$ cat src/sv/ffza_pkg.sv
package ffza_pkg;

  localparam int HEAP_BYTES_DEF   = 65536;
  localparam int HEADER_BYTES_DEF = 16;

  localparam int CFG_IDX_W  = 2;
  localparam int CFG_DATA_W = 17;

  localparam logic [CFG_IDX_W-1:0] CFG_HEAP_BASE  = 2'd0;
  localparam logic [CFG_IDX_W-1:0] CFG_HEAP_LIMIT = 2'd1;

  localparam logic [16:0] LIMIT_RESET = 17'h10000;
  localparam logic [16:0] USED_MAX    = 17'h1FFFF;

  localparam logic [7:0] HDR_STAT_FREE = 8'd0;
  localparam logic [7:0] HDR_STAT_USED = 8'd1;

  typedef enum logic [1:0] {
    ALLOC_OK      = 2'd0,
    ALLOC_ZERO    = 2'd1,
    ALLOC_NOINIT  = 2'd2,
    ALLOC_FULL    = 2'd3
  } alloc_status_t;

  // Packed so that status lands in the lowest bits.
  typedef struct packed {
    logic [16:0]   bytes_used;
    logic [15:0]   payload_addr;
    alloc_status_t status;
  } alloc_res_t;

endpackage

$ cat src/sv/ffza_out_reg.sv
module ffza_out_reg import ffza_pkg::*; (
  input  logic        clk,
  input  logic        rst,
  input  logic        res_valid,
  input  alloc_res_t  res,
  output logic        res_ready,
  output logic        m_axis_tvalid,
  input  logic        m_axis_tready,
  output logic [39:0] m_axis_tdata
);

  alloc_res_t data_q;

  assign res_ready     = !m_axis_tvalid || m_axis_tready;
  assign m_axis_tdata  = {5'b0, data_q};

  always_ff @(posedge clk) begin
    if (rst) begin
      m_axis_tvalid <= 1'b0;
    end else if (res_ready) begin
      m_axis_tvalid <= res_valid;
    end
  end

  always_ff @(posedge clk) begin
    if (res_ready && res_valid) begin
      data_q <= res;
    end
  end

endmodule

$ cat config.mk
export PLATFORM = sky130hd
export DESIGN_NAME = ffza_out_reg
export DESIGN_NICKNAME = d
export VERILOG_FILES = /design/src/sv/ffza_pkg.sv /design/src/sv/ffza_out_reg.sv
export SDC_FILE = /design/constraint.sdc
export NUM_CORES = 1
export LEC_CHECK = 0
export BUFFER_PORTS_ARGS = -buffer_cell sky130_fd_sc_hd__buf_2
export CAP_MARGIN = 30
export CORE_ASPECT_RATIO = 1.1
export CORE_MARGIN = 4
export CORE_UTILIZATION = 35
export DETAILED_ROUTE_END_ITERATION = 10
export PLACE_DENSITY = 0.73
export SYNTH_ARGS = -nofsm -noshare
export SYNTH_HDL_FRONTEND = slang
export SYNTH_SLANG_ARGS = --single-unit
$ cat constraint.sdc
create_clock -name clk -period 1.1 [get_ports clk]
set_clock_uncertainty 0.15 [all_clocks]
set_input_delay 0.22 -clock clk [delete_from_list [all_inputs] [get_ports clk]]
set_output_delay 0.22 -clock clk [all_outputs]
set_load 0.02 [all_outputs]
==> impl_metrics.toml, run 1 <==
[cells_and_area]
fin_cells = 206
drive_above_1_share_pct = 54.7
syn2layout_area_growth_pct = 95.7
antenna_cells = 0
fin_nets = 210

[floorplan]
die-area_um2 = 4260
die_height_um = 68.1
fp.dieW_um = 62.6
core_area_um2 = 3100
rows = 21
ios = 81
floorplan.initialDensity_pct = 37.0

[synth]
ys_warn_count = 0
synth_cells = 46
ys_seq_area_share_pct = 93.3
synth_cell_types = 8
syn-cell-area_um2 = 1150
ys_ff_latch = 36
avgSynthCellArea_um2 = 24.9

[setup_path]
critPathArrivalTime_ns = 0.93
critPathKind = "flop to output port"
worstSetupStartpointType = "flop"
required_ns = 0.73
endpoint_kind = "output port"
critPathMaxFanout = 3

[cts]
cts_root_buffer = "clkbuf_4"
cts-htree-levels = 2
insertion_delay_ns = 0.33
clk_path_buf_depth = 2
cts_tree = "yes"
clk_pin_slew_worst_paths_ns = 0.11
clock_sinks = 36
numCtsBuffers = 5

[power_and_ir_drop]
ir_drop_mv = 0.801
power_density_nw_per_um2 = 1260
p_leak_nw = 0.977

[routing]
ant_nets = 0
wl_per_cell_um = 15.7
viasPerCell = 4.25
dr_total_vias = 876
drtPass1Iterations = 3
drc = 0
drtIter0Drc = 13
routed_wirelength_um = 3240

[grt]
grt_util_all_layers_pct = 15.4
grt_pass1_wl_um = 4710
grt_overflow = 0
grt_use_met3_pct = 6.90
antenna_found_initial = 0
first_global_vias = 975
gr-usage-met2_pct = 30.1
grt-busiest-layer = "met2"
grt_util_met1_pct = 13.6
grt_max_degree = 17

[job]
max-cap-violations = 0

[status]
violations = "setup timing"
outcome = "finished with violations"

[placed_design]
portBuffers = 75
dp_cells = 157
gp_congestion = 0.606
preCtsSetupSlack_ns = -0.0960

[timing]
finalCritPeriodShare_pct = 118
hold_viol_final = 0
rsz0062_at_grt = "yes"
period_minus_slack_ns = 1.30
maxSlewViolCount = 0
final-setup-viol-count = 72
fin_ws_ns = -0.198
clock.fmax_mhz = 771

[min_path]
hold_path_class = "input pin to flop"
layout by cell type (no fill, tap or decap), drive strengths merged:
master / netlist / final
a21oi: 1 / 1
and2: 1 / 1
buf: 5 / 80
clkbuf: 0 / 7
clkinv: 0 / 3
conb: 1 / 5
dfxtp: 1 / 1
dlygate4sd3: 0 / 37
edfxtp: 35 / 35
inv: 1 / 1
nand2b: 1 / 1
area by class of cell:
| class | count | area, um^2 |
|---|---|---|
| Sequential cell | 36 | 1070 |
| Timing Repair Buffer | 119 | 1020 |
| Fill cell | 197 | 855 |
| Multi-Input combinational cell | 8 | 50.0 |
| Tap cell | 34 | 42.5 |
| Clock buffer | 5 | 37.5 |
| Clock inverter | 3 | 18.8 |
| Inverter | 1 | 3.75 |
power by group:
group | switching (mW) | total (mW) | internal [mW]
Clock | 0.424 | 0.670 | 0.245
Combinational | 0.232 | 0.529 | 0.296
Sequential | 0.0335 | 1.63 | 1.60
layer usage:
| metal | vias to the layer above | share of wire [%] |
|---|---|---|
| met4 | 0 | 1.5 |
| li1 | 414 | - |
| met3 | 7 | 9.3 |
| met1 | 403 | 31 |
| met2 | 52 | 58 |
| met5 | - | 0 |
final timing paths:
check / slack [ns] / from / cells after the start / to
min: 0.21 / m_axis_tready / 5 / m_axis_tvalid$_SDFFE_PP0P_
min reg2reg: 0.59 / m_axis_tvalid$_SDFFE_PP0P_ / 4 / m_axis_tvalid$_SDFFE_PP0P_
max: -0.20 / m_axis_tvalid$_SDFFE_PP0P_ / 2 / res_ready
max reg2reg: -0.18 / m_axis_tvalid$_SDFFE_PP0P_ / 3 / m_axis_tdata[10]$_DFFE_PP_
what timing repair did:
| action | in CTS | in global routing |
|---|---|---|
| endpoints found under the setup margin | 72 | 72 |
| setup buffers | 1 | 1 |
| gates resized for setup | 20 | 31 |
| pin swaps | 0 | 0 |
| endpoints found under the hold margin | 36 | 0 |
| gates cloned | 0 | 2 |
| hold buffers | 37 | 0 |
synthesized netlist by cell type, drive strengths merged:
cell | number | share of area, %
nand2b | 1 | 1.2
conb | 1 | 0.33
and2 | 1 | 0.76
edfxtp | 35 | 92
dfxtp | 1 | 1.7
buf | 5 | 3.3
inv | 1 | 0.33
a21oi | 1 | 0.76
critical path: stages, from the launching register on:
cell	delay (ns)
dfxtp_4	0.39
nand2b_4	0.07
buf_6	0.13
registers in the layout, indices dropped and copies added (netlist names):
signal,count
m_axis_tvalid,1
m_axis_tdata,35
cell families (layout without fill, tap and decap cells):
logic type,after synthesis,in the layout,synth area share (%)
other,1,5,0.327
buffers and inverters,6,128,3.60
DFF,36,36,93.3
AOI/OAI and AO/OA,1,1,0.763
and+or+nand+nor,2,2,1.96
metrics by stage:
stage               hold WS, ns  util (%)  power, mW  setup TNS, ns  area (um^2)
floorplan                 0.123         -       1.82          -8.23         1170
detailed placement        0.228      51.4       1.97          -3.08         1590
finish                    0.210      72.4       2.83         -10.86         2250
CTS                      0.0721      67.4       2.78          -9.64         2090
global route              0.187      72.4       2.97         -13.93         2250
global placement          0.221      51.4       1.97          -2.66         1590
(Power assumes the default switching activity.)
==> inputs of run 2 (changes only) <==
Settings changed: CELL_PAD_IN_SITES_DETAIL_PLACEMENT set to 0, CELL_PAD_IN_SITES_GLOBAL_PLACEMENT set to 1, CORE_UTILIZATION 35 to 28, PLACE_DENSITY 0.73 to unset, PLACE_DENSITY_LB_ADDON set to 0.1.
==> impl_metrics.toml, run 2 (synthesis results as in run 1) <==
[setup_path]
worst-path-buf-inv = 2
critPathKind = "flop to flop"
r2r.worst_path.cells = 4
worstSetupStartpointType = "flop"
endpoint_kind = "flop"
crit_chain = "nand2b_4 > and2_4 > buf_12 > clkbuf_16"
cp_slowest_cell = "dfxtp_4"
critical_path.top_delay_family = "flip-flops"
r2r_slack_ns = -0.20
critPathMaxFanout = 8
critPathMaxStageDelay_ns = 0.35
r2r_start = "m_axis_tvalid$_SDFFE_PP0P_"
r2r_end = "m_axis_tdata[25]$_DFFE_PP_"
critPathArrivalTime_ns = 1.15
required_ns = 0.95

[floorplan]
die_height_um = 75.1
fp.dieW_um = 69.0
rows = 24
die-area_um2 = 5190
floorplan.initialDensity_pct = 28.9
core_area_um2 = 3960
ios = 81

[cells_and_area]
mostFrequentLayoutCells = "buf_2 (51), dlygate4sd3_1 (36), edfxtp_1 (35)"
fin_cells = 227
final_common_cell = "buf_2"
antenna_cells = 0
fin_nets = 213
largest_register_ff_count = 35
syn2layout_area_growth_pct = 105
drive_above_1_share_pct = 54.3

[timing]
hold_viol_final = 0
final-setup-viol-count = 72
maxSlewViolCount = 0
hold_slack_ns = 0.0442
finalCritPeriodShare_pct = 118
fin_ws_ns = -0.201
rsz0062_at_grt = "yes"
period_minus_slack_ns = 1.30
clock.fmax_mhz = 768

[routing]
viasPerCell = 3.81
wl_per_cell_um = 12.8
drtIter0Drc = 13
routed_wirelength_um = 2900
drtPass1Iterations = 4
ant_nets = 0
dr_total_vias = 865
drc = 0

[power_and_ir_drop]
clkPwrFrac_pct = 28.2
power.share.sequential_pct = 53.6
ir_drop_mv = 0.878
p_sw_uw = 679
p_leak_nw = 1.01
internal_power_mw = 2.36
p_comb_share_pct = 18.2
power_density_nw_per_um2 = 1300
switching_share_pct = 22.3

[min_path]
min_path_cells = 3
worstHoldStart = "res_valid"
hold_path_class = "input pin to flop"
hold_end = "m_axis_tvalid$_SDFFE_PP0P_"

[cts]
clk_path_buf_depth = 2
numCtsBuffers = 5
cts_root_buffer = "clkbuf_8"
clk_pin_slew_worst_paths_ns = 0.07
cts_tree = "yes"
cts-htree-levels = 2
clock_sinks = 36
insertion_delay_ns = 0.28

[status]
outcome = "finished with violations"
violations = "setup timing"

[placed_design]
portBuffers = 75
gp_congestion = 0.704
dp_cells = 175

[job]
max-cap-violations = 0

[grt]
grt_util_all_layers_pct = 10.5
first_global_vias = 857
grt_overflow = 0
antenna_found_initial = 0
grt_pass1_wl_um = 4060
grt_max_degree = 17
## run 2: cell types whose count changed in the layout (fill, tap and decap cells not counted), sizes merged
cell	change
dlygate4sd3	-1
buf	+3
clkinv	-2
clkbuf	+3
## run 2: power by group through the flow
stage | registers, mW | clock network, mW | logic [mW]
global placement | 1.65 | 0 | 0.325
detailed placement | 1.65 | 0 | 0.328
CTS | 1.62 | 0.888 | 0.502
global route | 1.64 | 0.951 | 0.586
floorplan | 1.75 | 0 | 0.0639
finish | 1.63 | 0.859 | 0.553
## run 2: cell type report
type	count	area [um^2]
multi-input combinational	8	50.0
sequential	36	1070
inverter	1	3.75
timing repair buffer	122	1070
clock inverter	1	3.75
clock buffer	7	76.3
tap	52	65.1
fill	345	1620
## run 2: tightest hold or removal path, stage by stage
cell	delay (ns)
buf_2	0.11
inv_1	0.07
a21oi_2	0.05
## run 2: timing repair
action                     in CTS  in global routing
hold endpoints to repair       36                  0
setup buffers                   4                  2
cloned                          1                  3
pin swaps                       0                  0
setup endpoints to repair      72                 72
resized for setup              24                 29
hold buffers                   36                  0
## run 2: worst max path at each step
stage	from	end	slack, ns	cells past startpoint
floorplan	m_axis_tvalid$_SDFFE_PP0P_	m_axis_tdata[0]$_DFFE_PP_	-0.24	2
global placement	m_axis_tready	m_axis_tdata[26]$_DFFE_PP_	-0.08	4
detailed placement	m_axis_tready	m_axis_tdata[26]$_DFFE_PP_	-0.09	4
CTS	m_axis_tvalid$_SDFFE_PP0P_	res_ready	-0.19	3
global route	m_axis_tvalid$_SDFFE_PP0P_	m_axis_tdata[7]$_DFFE_PP_	-0.23	4
finish	m_axis_tvalid$_SDFFE_PP0P_	m_axis_tdata[25]$_DFFE_PP_	-0.20	4
## run 2: per-layer routing
| metal | vias to the layer above | GRT usage (%) | part of all wire [%] |
|---|---|---|---|
| met5 | - | 0 | 0 |
| li1 | 424 | - | - |
| met2 | 34 | 19.6 | 60 |
| met1 | 405 | 9.65 | 32 |
| met3 | 2 | 4.94 | 7.7 |
| met4 | 0 | 5.21 | 0.69 |
## run 2: stage by stage
stage               util [%]  TNS (ns)  cell area, um^2  worst slack, ns  power, mW
global route            59.2    -10.50             2350           -0.231       3.17
CTS                     55.8     -8.48             2210           -0.194       3.01
floorplan                  -     -8.23             1170           -0.235       1.82
detailed placement      40.8     -2.96             1620          -0.0925       1.98
finish                  59.2     -8.22             2350           -0.201       3.04
global placement        40.8     -2.47             1620          -0.0770       1.97
