==> config.mk <==
export PLATFORM = sky130hd
export DESIGN_NAME = ffza_seq
export DESIGN_NICKNAME = d
export VERILOG_FILES = /design/src/sv/ffza_pkg.sv /design/src/sv/ffza_seq.sv
export SDC_FILE = /design/constraint.sdc
export NUM_CORES = 1
export LEC_CHECK = 0
export BUFFER_PORTS_ARGS = -buffer_cell sky130_fd_sc_hd__buf_2
export CAP_MARGIN = 15
export CORE_ASPECT_RATIO = 1.1
export CORE_UTILIZATION = 45
export DETAILED_ROUTE_END_ITERATION = 10
export PLACE_DENSITY = 0.71
export REMOVE_ABC_BUFFERS = 1
export SLEW_MARGIN = 40
export SYNTH_ARGS = -nofsm -noshare
export SYNTH_HDL_FRONTEND = slang
export SYNTH_SLANG_ARGS = --single-unit
==> constraint.sdc <==
create_clock -name clk -period 22.4 [get_ports clk]
set_clock_uncertainty 0.05 [all_clocks]
set_input_delay 3.36 -clock clk [delete_from_list [all_inputs] [get_ports clk]]
set_output_delay 3.36 -clock clk [all_outputs]
set_load 0.005 [all_outputs]
==> src/sv/ffza_pkg.sv <==
package ffza_pkg;

  localparam int HEAP_BYTES_DEF   = 65536;
  localparam int HEADER_BYTES_DEF = 16;

  localparam int CFG_IDX_W  = 2;
  localparam int CFG_DATA_W = 17;

  localparam logic [CFG_IDX_W-1:0] CFG_HEAP_BASE  = 2'd0;
  localparam logic [CFG_IDX_W-1:0] CFG_HEAP_LIMIT = 2'd1;

  localparam logic [16:0] LIMIT_RESET = 17'h10000;
  localparam logic [16:0] USED_MAX    = 17'h1FFFF;

  localparam logic [7:0] HDR_STAT_FREE = 8'd0;
  localparam logic [7:0] HDR_STAT_USED = 8'd1;

  typedef enum logic [1:0] {
    ALLOC_OK      = 2'd0,
    ALLOC_ZERO    = 2'd1,
    ALLOC_NOINIT  = 2'd2,
    ALLOC_FULL    = 2'd3
  } alloc_status_t;

  // Packed so that status lands in the lowest bits.
  typedef struct packed {
    logic [16:0]   bytes_used;
    logic [15:0]   payload_addr;
    alloc_status_t status;
  } alloc_res_t;

endpackage

==> src/sv/ffza_seq.sv <==
module ffza_seq import ffza_pkg::*; #(
  parameter int HEAP_BYTES   = HEAP_BYTES_DEF,
  parameter int HEADER_BYTES = HEADER_BYTES_DEF
) (
  input  logic                          clk,
  input  logic                          rst,
  input  logic                          in_valid,
  output logic                          in_ready,
  input  logic [31:0]                   in_data,
  input  logic [15:0]                   heap_base,
  input  logic [16:0]                   heap_limit,
  input  logic                          base_wr,
  output logic                          res_valid,
  input  logic                          res_ready,
  output alloc_res_t                    res,
  output logic                          mem_we,
  output logic [$clog2(HEAP_BYTES)-1:0] mem_waddr,
  output logic [7:0]                    mem_wdata,
  output logic                          mem_re,
  output logic [$clog2(HEAP_BYTES)-1:0] mem_raddr,
  input  logic [7:0]                    mem_rdata
);

  localparam int AW       = $clog2(HEAP_BYTES);
  localparam int SZ_BYTES = (HEADER_BYTES - 1 > 3) ? 3 : HEADER_BYTES - 1;
  localparam int SZ_W     = 8 * SZ_BYTES;
  localparam int MAX_W    = (SZ_W > 17) ? ((SZ_W > AW) ? SZ_W : AW) : ((AW > 17) ? AW : 17);
  localparam int LOC_W    = MAX_W + 1;
  localparam int RC_W     = $clog2(SZ_BYTES + 2);

  localparam logic [LOC_W-1:0] HDR_LOC  = LOC_W'(HEADER_BYTES);
  localparam logic [AW-1:0]    HDR_ADDR = AW'(HEADER_BYTES);
  localparam logic [RC_W-1:0]  RD_LAST  = RC_W'(SZ_BYTES + 1);
  localparam logic [RC_W-1:0]  WR_FULL  = RC_W'(SZ_BYTES);

  typedef enum logic [3:0] {
    S_IDLE, S_MUL, S_WALK, S_READ, S_EVAL, S_PLACE, S_HDR, S_FILL, S_DONE
  } state_t;

  state_t             state;
  logic [15:0]        cnt_q;
  logic [15:0]        size_q;
  logic [31:0]        total;
  logic [LOC_W-1:0]   loc;
  logic [16:0]        bump;
  logic [16:0]        used;
  logic [7:0]         hstat;
  logic [SZ_W-1:0]    bsize;
  logic [RC_W-1:0]    rd_cnt;
  logic [AW-1:0]      wh_addr;
  logic [7:0]         wh_stat;
  logic [SZ_W-1:0]    wh_size;
  logic [RC_W-1:0]    wh_cnt;
  logic [RC_W-1:0]    wh_last;
  logic               main_pend;
  logic [AW-1:0]      fill_addr;
  logic [31:0]        fill_left;
  alloc_status_t      res_status;
  logic [15:0]        res_addr;

  logic [33:0]        place_sum;
  logic               place_full;
  logic               place_ok;
  logic [32:0]        used_sum;
  logic [16:0]        used_next;
  logic [31:0]        bsize_w;
  logic               fits;
  logic [31:0]        spare;
  logic               split;
  logic [LOC_W-1:0]   payload_loc;

  assign in_ready  = (state == S_IDLE);
  assign res_valid = (state == S_DONE);
  assign res       = '{bytes_used: used, payload_addr: res_addr, status: res_status};

  assign place_sum  = 34'(bump) + 34'(total) + 34'(HEADER_BYTES);
  assign place_full = place_sum >= 34'(heap_limit);
  assign place_ok   = (state == S_PLACE) && !place_full;

  assign used_sum    = 33'(used) + 33'(total) + 33'(HEADER_BYTES);
  assign used_next   = (used_sum > 33'(USED_MAX)) ? USED_MAX : used_sum[16:0];
  assign bsize_w     = 32'(bsize);
  assign fits        = (hstat != HDR_STAT_USED) && (bsize_w >= total);
  assign spare       = bsize_w - total;
  assign split       = spare > 32'(HEADER_BYTES);
  assign payload_loc = loc + HDR_LOC;

  // Memory port: reads only while walking, writes only while building headers
  // or filling, so a read never meets a write to the same byte.
  always_comb begin
    mem_re    = 1'b0;
    mem_raddr = loc[AW-1:0] + AW'(rd_cnt);
    mem_we    = 1'b0;
    mem_waddr = fill_addr;
    mem_wdata = 8'd0;
    if (state == S_READ && rd_cnt <= WR_FULL) begin
      mem_re = 1'b1;
    end
    if (state == S_HDR) begin
      mem_we    = 1'b1;
      mem_waddr = wh_addr + AW'(wh_cnt);
      if (wh_cnt == '0) begin
        mem_wdata = wh_stat;
      end
      for (int b = 0; b < SZ_BYTES; b++) begin
        if (wh_cnt == RC_W'(b + 1)) begin
          mem_wdata = wh_size[8*b +: 8];
        end
      end
    end else if (state == S_FILL) begin
      mem_we = 1'b1;
    end
  end

  always_ff @(posedge clk) begin
    if (rst) begin
      state     <= S_IDLE;
      bump      <= '0;
      used      <= '0;
      main_pend <= 1'b0;
    end else begin
      if (base_wr) begin
        bump <= 17'(heap_base);
      end
      unique case (state)
        S_IDLE: begin
          if (in_valid) begin
            cnt_q  <= in_data[15:0];
            size_q <= in_data[31:16];
            state  <= S_MUL;
          end
        end
        S_MUL: begin
          total    <= cnt_q * size_q;
          res_addr <= '0;
          loc      <= LOC_W'(heap_base);
          priority if (cnt_q == '0 || size_q == '0) begin
            res_status <= ALLOC_ZERO;
            state      <= S_DONE;
          end else if (heap_base == '0) begin
            res_status <= ALLOC_NOINIT;
            state      <= S_DONE;
          end else begin
            res_status <= ALLOC_OK;
            state      <= S_WALK;
          end
        end
        S_WALK: begin
          rd_cnt <= '0;
          state  <= (loc < LOC_W'(bump)) ? S_READ : S_PLACE;
        end
        S_READ: begin
          if (rd_cnt == RC_W'(1)) begin
            hstat <= mem_rdata;
          end
          for (int b = 0; b < SZ_BYTES; b++) begin
            if (rd_cnt == RC_W'(b + 2)) begin
              bsize[8*b +: 8] <= mem_rdata;
            end
          end
          if (rd_cnt == RD_LAST) begin
            state <= S_EVAL;
          end else begin
            rd_cnt <= rd_cnt + RC_W'(1);
          end
        end
        S_EVAL: begin
          priority if (bsize == '0) begin
            state <= S_PLACE;
          end else if (fits) begin
            used     <= used_next;
            res_addr <= payload_loc[15:0];
            wh_cnt   <= '0;
            state    <= S_HDR;
            if (split) begin
              wh_addr   <= loc[AW-1:0] + HDR_ADDR + total[AW-1:0];
              wh_stat   <= HDR_STAT_FREE;
              wh_size   <= SZ_W'(spare - 32'(HEADER_BYTES));
              wh_last   <= WR_FULL;
              main_pend <= 1'b1;
            end else begin
              wh_addr <= loc[AW-1:0];
              wh_stat <= HDR_STAT_USED;
              wh_size <= SZ_W'(total);
              wh_last <= '0;
            end
          end else begin
            loc   <= loc + LOC_W'(bsize) + HDR_LOC;
            state <= S_WALK;
          end
        end
        S_PLACE: begin
          if (place_full) begin
            res_status <= ALLOC_FULL;
            state      <= S_DONE;
          end else begin
            bump     <= place_sum[16:0];
            used     <= used_next;
            res_addr <= payload_loc[15:0];
            wh_addr  <= loc[AW-1:0];
            wh_stat  <= HDR_STAT_USED;
            wh_size  <= SZ_W'(total);
            wh_last  <= WR_FULL;
            wh_cnt   <= '0;
            state    <= S_HDR;
          end
        end
        S_HDR: begin
          if (wh_cnt == wh_last) begin
            wh_cnt <= '0;
            if (main_pend) begin
              // split tail is down, now mark the taken block
              main_pend <= 1'b0;
              wh_addr   <= loc[AW-1:0];
              wh_stat   <= HDR_STAT_USED;
              wh_size   <= SZ_W'(total);
              wh_last   <= WR_FULL;
            end else begin
              fill_addr <= loc[AW-1:0] + HDR_ADDR;
              fill_left <= total;
              state     <= S_FILL;
            end
          end else begin
            wh_cnt <= wh_cnt + RC_W'(1);
          end
        end
        S_FILL: begin
          fill_addr <= fill_addr + AW'(1);
          fill_left <= fill_left - 32'd1;
          if (fill_left == 32'd1) begin
            state <= S_DONE;
          end
        end
        S_DONE: begin
          if (res_ready) begin
            state <= S_IDLE;
          end
        end
        default: state <= S_IDLE;
      endcase
    end
  end

  a_port_exclusive: assert property (@(posedge clk) disable iff (rst)
    !(mem_we && mem_re))
    else $error("heap read and write in the same cycle");

  a_bump_source: assert property (@(posedge clk) disable iff (rst)
    !$stable(bump) |-> $past(base_wr) || $past(place_ok))
    else $error("bump pointer moved without base write or placement");

  a_fill_nonempty: assert property (@(posedge clk) disable iff (rst)
    (state == S_FILL) |-> (fill_left != 32'd0))
    else $error("zero fill running with nothing left");

  a_used_monotonic: assert property (@(posedge clk) disable iff (rst)
    (state != S_IDLE) |=> (used >= $past(used)))
    else $error("used byte count decreased");

  a_ok_has_addr: assert property (@(posedge clk) disable iff (rst)
    (res_valid && res_status != ALLOC_OK) |-> (res_addr == '0))
    else $error("failed request carries a payload address");

endmodule

==> results of run 1 <==
==> layout make-up <==
type / count / area share
Tap cell: 833 / 0.03309
Sequential cell: 274 / 0.2489
Inverter: 371 / 0.04422
Timing Repair Buffer: 176 / 0.02956
Multi-Input combinational cell: 2350 / 0.6072
Clock inverter: 26 / 0.01232
Clock buffer: 32 / 0.02475
==> registers in the layout, summed over array words and instances (netlist names), 4 cells and up <==
register and count:
wh_size 24, total 32, cnt_q 16, used 17, state 4, fill_left 32
size_q 16, bump 17, loc 25, hstat 8, wh_addr 16, bsize 24
fill_addr 16, res_addr 16
==> worst max-delay path, stage by stage, from the launching register on <==
cell and delay, ns:
edfxtp_1 0.66, and2_1 0.27, fa_1 0.54, inv_1 0.06, fa_1 0.49, fa_1 0.51
inv_1 0.05, fa_1 0.46, fa_1 0.54, inv_1 0.05, fa_1 0.53, inv_1 0.04
ha_1 0.35, a21o_1 0.20, a21o_1 0.17, a21oi_1 0.19, nand2_1 0.09, o21ai_0 0.34
o21ai_0 0.28, o41ai_1 0.66, o2111ai_1 0.21, a21oi_1 0.20, xnor2_1 0.09
==> per-stage QoR <==
step	area [sq um]	utilization	hold WS, ns
after global routing	31490	0.5023	0.4472
after global placement	30300	0.4832	0.4178
final	31490	0.5023	0.4338
after CTS	31490	0.5023	0.4363
after floorplan	28270	-	0.4206
after detailed placement	30330	0.4837	0.4192
==> worst max path at each step <==
stage	start	to	slack, ns	cells after the start
6_report	cnt_q[6]$_DFFE_PP_	total[31]$_DFFE_PP_	15.12	22
5_1_grt	cnt_q[7]$_DFFE_PP_	total[30]$_DFFE_PP_	14.83	22
4_1_cts	cnt_q[6]$_DFFE_PP_	total[31]$_DFFE_PP_	15.14	22
3_5_place_dp	cnt_q[6]$_DFFE_PP_	total[31]$_DFFE_PP_	15.11	22
3_3_place_gp	cnt_q[6]$_DFFE_PP_	total[31]$_DFFE_PP_	15.23	22
2_1_floorplan	heap_limit[11]	wh_addr[0]$_DFFE_PP_	12.36	12
==> cell families after synthesis <==
logic type      synth area share
compound gates            0.1278
simple gates              0.1745
fa+ha+maj                 0.2765
mux                      0.02309
flops                     0.2730
buf+inv                  0.06410
xor+xnor                 0.06100
==> layer usage <==
layer	vias up	GRT usage
met5	-	0
met4	0	0.1040
met3	149	0.03761
met2	787	0.4212
met1	11090	0.3218
li1	10930	-
==> cell usage in the layout (no fill, tap or decap), types with 9 or more instances in the layout <==
cell / count
inv_1: 369
nand2_1: 346
ha_1: 313
edfxtp_1: 235
fa_1: 201
nor2_1: 177
buf_2: 156
o21ai_0: 141
and2_1: 137
xnor2_1: 129
a21oi_1: 129
xor2_1: 71
nor3_1: 52
nand3_1: 50
mux2i_1: 46
a21o_1: 44
nor4_1: 44
dfxtp_1: 39
nand4_1: 35
a211oi_1: 35
and3_1: 34
clkbuf_16: 31
nor2b_1: 27
nand2b_1: 25
o21a_1: 23
or2_2: 23
a22oi_1: 20
buf_4: 20
a31oi_1: 19
mux2_2: 18
or3_1: 17
o211ai_1: 17
o21bai_1: 11
o31ai_1: 10
nor3b_1: 10
o22ai_1: 9
bufinv_16: 9
==> results.yml, run 1 <==
synth:
  synth_warnings: 0
  synth_top_area_frac: 0.2458
  syn_inst: 3105
  synth_flop_cell: "edfxtp_1"
  synth_common_cells: "369 x inv_1, 346 x nand2_1, 313 x ha_1"
  synth.most_common_cell: "inv_1"
  ys_seq_elements: 274
  seq_area_frac_synth: 0.2730
  synthArstFlopShare: 0
  ys_top_cells_by_area: "edfxtp_1 25%, fa_1 14%, ha_1 14%"
  synth_top_area_cell: "edfxtp_1"
  syn_area_sq_um: 28710
  ys_types: 78
  synth_edf_count: 235
  syn_area_per_cell_sq_um: 9.248
finish:
  n_antenna_cell: 0
  area_growth_pct: 9.678
  final_cells: 4062
  n_fill_cell: 5825
  final-seq-area_sq_um: 7838
  drive_gt1_frac: 0.09446
  multi_input_area_sq_um: 19120
  num-nets-final: 3796
min_path:
  hp-class: "register to register"
  holdPathStages: 2
  hold_path.startpoint: "used[2]$_SDFFE_PP0P_"
  holdPathEnd: "used[2]$_SDFFE_PP0P_"
clock_tree:
  clk_latency_ns: 0.62
  cts_tree: "yes"
  cts_root_buf: "clkbuf_16"
  cts_sinks: 274
  cts_inserted_buffers: 31
  ctsHoldBuffers: 0
  clk_path_buf_depth: 3
  cts_setup_buffers: 0
  ctsHtreeMaxLevel: 1
  ctsResizeCount: 0
  cts.clk_slew.worst_paths_ns: 0.06
routing:
  first_pass_iters: 5
  vias_per_cell: 5.652
  wl_met1_um: 33550
  drt_iter0_drc: 1775
  vias: 22960
  dr_wl_met3_um: 5944
  routed_wl_um: 81520
  route.detailed.drc: 0
  top_layer: "met4"
  routedWlPerCell_um: 20.07
  ant_nets: 0
  routed-wl-met2_um: 38430
grt:
  grt_max_degree: 70
  grt_pass1_vias: 22200
  grtUsageTotal: 0.2506
  grt_first_pass_wirelength_um: 126700
  grt_overflow: 0
  antenna_found_initial: 0
placed_design:
  detailed_place_hpwl_um: 63970
  port_buffers: 156
  globalplace.congestion: 0.9596
  post-place-cells: 4004
  pre_cts_slack_ns: 15.11
setup_path:
  r2r-end: "total[31]$_DFFE_PP_"
  crit_path_start_kind: "register"
  reg2reg_slack_ns: 15.12
  cp_data_required_time_ns: 22.71
  endpoint_kind: "register"
  worstPathArrival_ns: 7.59
  r2r_start: "cnt_q[6]$_DFFE_PP_"
  cp_max_fo: 17
  r2r_cells: 22
  critical_path_class: "register to register"
status:
  outcome: "finished clean"
timing:
  tightest_slew_ns: 0.8619
  setup_violations: 0
  hold_violations: 0
  tns_ns: 0
  max_freq_mhz: 137.4
  slew_headroom: 0.4254
  period_minus_slack_ns: 7.278
  fin_crit_sh: 0.3249
  rsz0062_at_grt: "false"
  slew_violations: 0
  postLayoutSetupSlackWorst_ns: 15.12
floorplan:
  ios: 157
  num_rows: 96
  die-area_sq_um: 64820
  die_w_um: 242.8
  fp.dieH_um: 266.9
  start_util: 0.4580
  fp.coreArea_sq_um: 62700
run:
  maxCapViolCount: 0
Power of run 1 is left out: the tool's default activity adds up to more than one toggle a clock period on the data nets, which glitch-free logic cannot reach.
==> inputs of run 2 (changes only) <==
--- a/config.mk
+++ b/config.mk
@@ -10,7 +10,7 @@
 export CORE_ASPECT_RATIO = 1.1
 export CORE_UTILIZATION = 45
 export DETAILED_ROUTE_END_ITERATION = 10
-export PLACE_DENSITY = 0.71
+export PLACE_DENSITY = 0.73
 export REMOVE_ABC_BUFFERS = 1
 export SLEW_MARGIN = 40
 export SYNTH_ARGS = -nofsm -noshare
==> constraint.sdc (replaced) <==
create_clock -name clk -period 5.86 [get_ports clk]
set_clock_uncertainty 0.05 [all_clocks]
set_input_delay 0.879 -clock clk [delete_from_list [all_inputs] [get_ports clk]]
set_output_delay 0.879 -clock clk [all_outputs]
set_load 0.005 [all_outputs]
==> run 2 against run 1 <==
  * The flow now finishes with violations (setup timing)
  * Via count increased by 3.6%
  * Hold slack improved by 0.0020 ns
  * Count of clock-buffer cells in the layout increased by 5
  * Largest cell class unchanged
==> results.yml, run 2 (synthesized netlist as in run 1, its figures left out) <==
clock_tree:
  clk_latency_ns: 0.56
  cts.clk_slew.worst_paths_ns: 0.06
  cts_inserted_buffers: 34
  ctsHoldBuffers: 0
  clk_path_buf_depth: 3
  ctsHtreeMaxLevel: 2
  cts_root_buf: "clkbuf_16"
  cts_tree: "yes"
  cts_sinks: 274
min_path:
  holdPathStages: 2
  hold_path.startpoint: "used[1]$_SDFFE_PP0P_"
  holdPathEnd: "used[1]$_SDFFE_PP0P_"
  hp-class: "register to register"
timing:
  hold_violations: 0
  slew_headroom: 0.5055
  max_freq_mhz: 159.4
  slew_violations: 0
  period_minus_slack_ns: 6.273
  fin_crit_sh: 1.070
  rsz0062_at_grt: "true"
  setup_violations: 13
  tns_ns: -2.869
  tightest_slew_ns: 0.7417
  postLayoutSetupSlackWorst_ns: -0.4126
setup_path:
  worstPathArrival_ns: 6.52
  crit_path_start_kind: "register"
  r2r_cells: 24
  cp_max_fo: 6
  critical_path_class: "register to register"
  endpoint_kind: "register"
  r2r_start: "size_q[4]$_DFFE_PP_"
  r2r-end: "total[30]$_DFFE_PP_"
  reg2reg_slack_ns: -0.41
  cp_data_required_time_ns: 6.11
routing:
  routedWlPerCell_um: 19.80
  ant_nets: 0
  first_pass_iters: 5
  routed_wl_um: 84100
  vias_per_cell: 5.598
  vias: 23780
  drt_iter0_drc: 1760
  route.detailed.drc: 0
grt:
  antenna_found_initial: 0
  grt_overflow: 0
  grtUsageTotal: 0.2546
  grt_max_degree: 76
  grt_first_pass_wirelength_um: 128100
  grt_pass1_vias: 23310
status:
  violations: "setup timing"
  outcome: "finished with violations"
finish:
  num-nets-final: 3983
  area_growth_pct: 16.72
  n_antenna_cell: 0
  layout_common_cells: "349 x inv_1, 345 x nand2_1, 292 x ha_1, 235 x edfxtp_1, 190 x fa_1"
  reg_top3: "fill_left x32, total x32, loc x25"
  drive_gt1_frac: 0.1786
  final_common_cell: "inv_1"
  n_fill_cell: 5596
floorplan:
  die-area_sq_um: 64820
  die_w_um: 242.8
  fp.coreArea_sq_um: 62700
  num_rows: 96
  ios: 157
  fp.dieH_um: 266.9
  start_util: 0.4580
placed_design:
  detailed_place_hpwl_um: 66290
  globalplace.congestion: 1.028
  pre_cts_slack_ns: -0.8498
  port_buffers: 156
run:
  maxCapViolCount: 0
==> run 2: cell count changes in the layout (fill, tap and decap cells not counted), moves of 19 or more <==
cell   change
inv_2     +20
inv_1     -20
buf_6     +19
ha_1      -21
buf_4    +160
==> run 2: how the worst max path moves through the flow <==
stage	end	slack, ns	start
6_report	total[30]$_DFFE_PP_	-0.41	size_q[4]$_DFFE_PP_
5_1_grt	total[30]$_DFFE_PP_	-0.70	size_q[4]$_DFFE_PP_
4_1_cts	total[30]$_DFFE_PP_	-0.46	size_q[5]$_DFFE_PP_
3_5_place_dp	total[29]$_DFFE_PP_	-0.85	size_q[5]$_DFFE_PP_
3_3_place_gp	total[29]$_DFFE_PP_	-0.79	size_q[6]$_DFFE_PP_
2_1_floorplan	wh_addr[0]$_DFFE_PP_	-3.28	total[1]$_DFFE_PP_
==> run 2: repair_timing <==
item	in CTS	in global routing
gates resized for setup	90	73
setup buffers	15	15
gates cloned	0	2
endpoints found under the setup margin	32	81
pin swaps	98	48
==> run 2: critical path, stage by stage (launching register included) <==
cell and delay (ns):
edfxtp_1 0.49, and2_1 0.22, fa_1 0.52, inv_2 0.04, fa_1 0.51, fa_2 0.43, fa_1 0.57, inv_2 0.05
fa_1 0.51, inv_2 0.04, fa_1 0.51, inv_2 0.04, ha_4 0.22, a21oi_4 0.17, nor2b_2 0.07, buf_4 0.13
buf_4 0.12, buf_4 0.13, o41ai_4 0.26, nor3b_2 0.12, a21oi_2 0.19, o31ai_2 0.11, o31ai_2 0.23, mux2i_1 0.21
o211ai_1 0.09
==> run 2: area by class of cell <==
cell class | instances | area [sq um] | area share
Sequential cell | 274 | 7838 | 0.2338
Inverter | 371 | 1393 | 0.04155
Tap cell | 833 | 1042 | 0.03110
Clock inverter | 23 | 234.0 | 0.006981
Multi-Input combinational cell | 2350 | 19690 | 0.5874
Timing Repair Buffer | 360 | 2451 | 0.07313
Clock buffer | 37 | 872.1 | 0.02602
==> run 2: through the flow <==
stage                     std cells    util  instance area, sq um  hold slack (ns)
after floorplan                2995       -                 28270           0.4206
after global placement         4160  0.5026                 31510           0.4187
after detailed placement       4160  0.5030                 31540           0.4275
after CTS                      4234  0.5273                 33060           0.4164
after global routing           4248  0.5345                 33520           0.4244
final                          4248  0.5345                 33520           0.4358
==> run 2: routing by layer <==
metal,track usage,share of wire
met1,0.3070,0.40
met2,0.4409,0.48
met5,0,0
met3,0.03469,0.062
met4,0.1350,0.059
Power of run 2 is left out for the same reason.
==> inputs of run 3 (changes only) <==
--- a/config.mk
+++ b/config.mk
@@ -10,7 +10,7 @@
 export CORE_ASPECT_RATIO = 1.1
 export CORE_UTILIZATION = 45
 export DETAILED_ROUTE_END_ITERATION = 10
-export PLACE_DENSITY = 0.73
+export PLACE_DENSITY = 0.71
 export REMOVE_ABC_BUFFERS = 1
 export SLEW_MARGIN = 40
 export SYNTH_ARGS = -nofsm -noshare
==> constraint.sdc (replaced) <==
create_clock -name clk -period 7.7 [get_ports clk]
set_clock_uncertainty 0.05 [all_clocks]
set_input_delay 1.155 -clock clk [delete_from_list [all_inputs] [get_ports clk]]
set_output_delay 1.155 -clock clk [all_outputs]
set_load 0.005 [all_outputs]
==> run 3 against run 2 <==
  * The flow now finishes without violations
  * Worst setup slack improved by 0.96 ns
  * Fmax is 12% lower
  * Sequential cell count stayed put
  * First-iteration DRC count fell by 7.1%
  * Hold slack better by 0.0096 ns
  * Via count shrank 3.1%
  * Sequential share of layout area is 1.5 points higher
  * Count of clock-buffer cells in the layout increased by 2
  * Register-to-register slack improved by 0.96 ns
  * Die area did not move
  * Global-route usage decreased by 0.36 points
  * Largest cell class unchanged
==> results.yml, run 3 (synthesized netlist as in run 1, its figures left out) <==
floorplan:
  die_w_um: 242.8
  fp.dieH_um: 266.9
  ios: 157
  start_util: 0.4580
  die-area_sq_um: 64820
  num_rows: 96
  fp.coreArea_sq_um: 62700
placed_design:
  pre_cts_slack_ns: 0.5012
  globalplace.congestion: 1.009
  port_buffers: 156
  detailed_place_hpwl_um: 64380
setup_path:
  endpoint_kind: "register"
  reg2reg_slack_ns: 0.55
  crit_path_start_kind: "register"
  cp_slowest_stage_delay_ns: 0.67
  cp_cell_sequence: "and2_1, fa_1, inv_1, fa_1, fa_1, inv_1, fa_1, fa_1, inv_1, fa_1, inv_1, ha_1, a21o_1, a21o_1, a21oi_1, nand2_1, o21ai_0, o21ai_0, o41ai_1, o2111ai_1, a21oi_1, xnor2_1"
  critical_path_class: "register to register"
  slowest_stage: "o41ai_1"
  worstPathArrival_ns: 7.41
  cp_data_required_time_ns: 7.96
  cp_max_fo: 17
  path_common_cell: "fa_1"
clock_tree:
  cts.clk_slew.worst_paths_ns: 0.05
  ctsResizeCount: 0
  clk_path_buf_depth: 3
  cts_setup_buffers: 0
  cts_root_buf: "clkbuf_16"
  cts_inserted_buffers: 34
  ctsHtreeMaxLevel: 2
  ctsHoldBuffers: 0
  clk_latency_ns: 0.57
  cts_sinks: 274
  cts_tree: "yes"
min_path:
  hp-class: "register to register"
timing:
  slew_violations: 0
  period_minus_slack_ns: 7.152
  setup_violations: 0
  fin_crit_sh: 0.9289
  max_freq_mhz: 139.8
  slew_headroom: 0.4598
  rsz0062_at_grt: "false"
  hold_violations: 0
  tightest_slew_ns: 0.8103
  postLayoutSetupSlackWorst_ns: 0.5476
grt:
  grt_pass1_vias: 22430
  grt_max_degree: 76
  grt_overflow: 0
  grtUsageTotal: 0.2510
  antenna_found_initial: 2
  grt_first_pass_wirelength_um: 126500
routing:
  vias: 23050
  ant_nets: 0
  vias_per_cell: 5.664
  route.detailed.drc: 0
  routedWlPerCell_um: 20.03
  drt_iter0_drc: 1635
  first_pass_iters: 6
  routed_wl_um: 81510
finish:
  reg_top3: "fill_left x32, total x32, loc x25"
  final_common_cell: "inv_1"
  num-nets-final: 3803
  drive_gt1_frac: 0.09549
  n_fill_cell: 5945
  multi_input_area_sq_um: 19120
  area_growth_pct: 9.647
  layout_common_cells: "369 x inv_1, 346 x nand2_1, 313 x ha_1, 235 x edfxtp_1, 201 x fa_1"
  final-seq-area_sq_um: 7838
status:
  outcome: "finished clean"
run:
  maxCapViolCount: 0
==> run 3: cell types whose count changed in the layout (fill, tap and decap cells not counted), moves of 9 or more <==
cell     delta
buf_4     -156
and2_1     +15
and2_4     -15
buf_6      -19
o21ai_0    +13
ha_4       -14
fa_1       +11
fa_2       -11
ha_1       +21
inv_1      +20
inv_2      -20
a21oi_1     +9
==> run 3: routing by layer <==
metal / GRT usage / wire [um] / up-vias
met4: 0.1215 / 4478 / 0
met5: 0 / 0 / -
met1: 0.3196 / 33430 / 11000
li1: - / - / 10970
met3: 0.03439 / 5592 / 183
met2: 0.4195 / 38020 / 892
==> run 3: final cells by class <==
| cell class | instances | area share |
|---|---|---|
| multi-input combinational | 2350 | 0.6072 |
| sequential | 274 | 0.2489 |
| inverter | 371 | 0.04423 |
| tap | 833 | 0.03310 |
| timing repair buffer | 180 | 0.03052 |
| clock buffer | 39 | 0.02762 |
| clock inverter | 22 | 0.008346 |
| antenna | 1 | 0.00007948 |
==> run 3: path summary, 6_finish.rpt <==
check | start | endpoint | cells after the start
worst min-delay path | used[0]$_SDFFE_PP0P_ | used[0]$_SDFFE_PP0P_ | 2
worst max register to register | cnt_q[6]$_DFFE_PP_ | total[31]$_DFFE_PP_ | 22
worst min register to register | used[0]$_SDFFE_PP0P_ | used[0]$_SDFFE_PP0P_ | 2
worst max-delay path | cnt_q[6]$_DFFE_PP_ | total[31]$_DFFE_PP_ | 22
==> run 3: worst max-delay path: cells and delay by family (launching register included) <==
kind,cells,cell delay [ns]
simple gates,2,0.36
xor+xnor,1,0.08
fa+ha+maj,7,3.42
flops,1,0.65
compound gates,8,2.15
buf+inv,4,0.20
==> run 3: through the flow <==
stage | hold slack [ns] | std cells | utilization | TNS [ns] | cell area (sq um)
3_5_place_dp | 0.4394 | 4008 | 0.4839 | 0 | 30340
4_1_cts | 0.4544 | 4069 | 0.5020 | 0 | 31480
5_1_grt | 0.4633 | 4069 | 0.5021 | 0 | 31480
3_3_place_gp | 0.4249 | 4008 | 0.4837 | 0 | 30330
2_1_floorplan | 0.4206 | 2995 | - | -60.38 | 28270
6_report | 0.4454 | 4070 | 0.5021 | 0 | 31480
Power of run 3 is left out for the same reason.
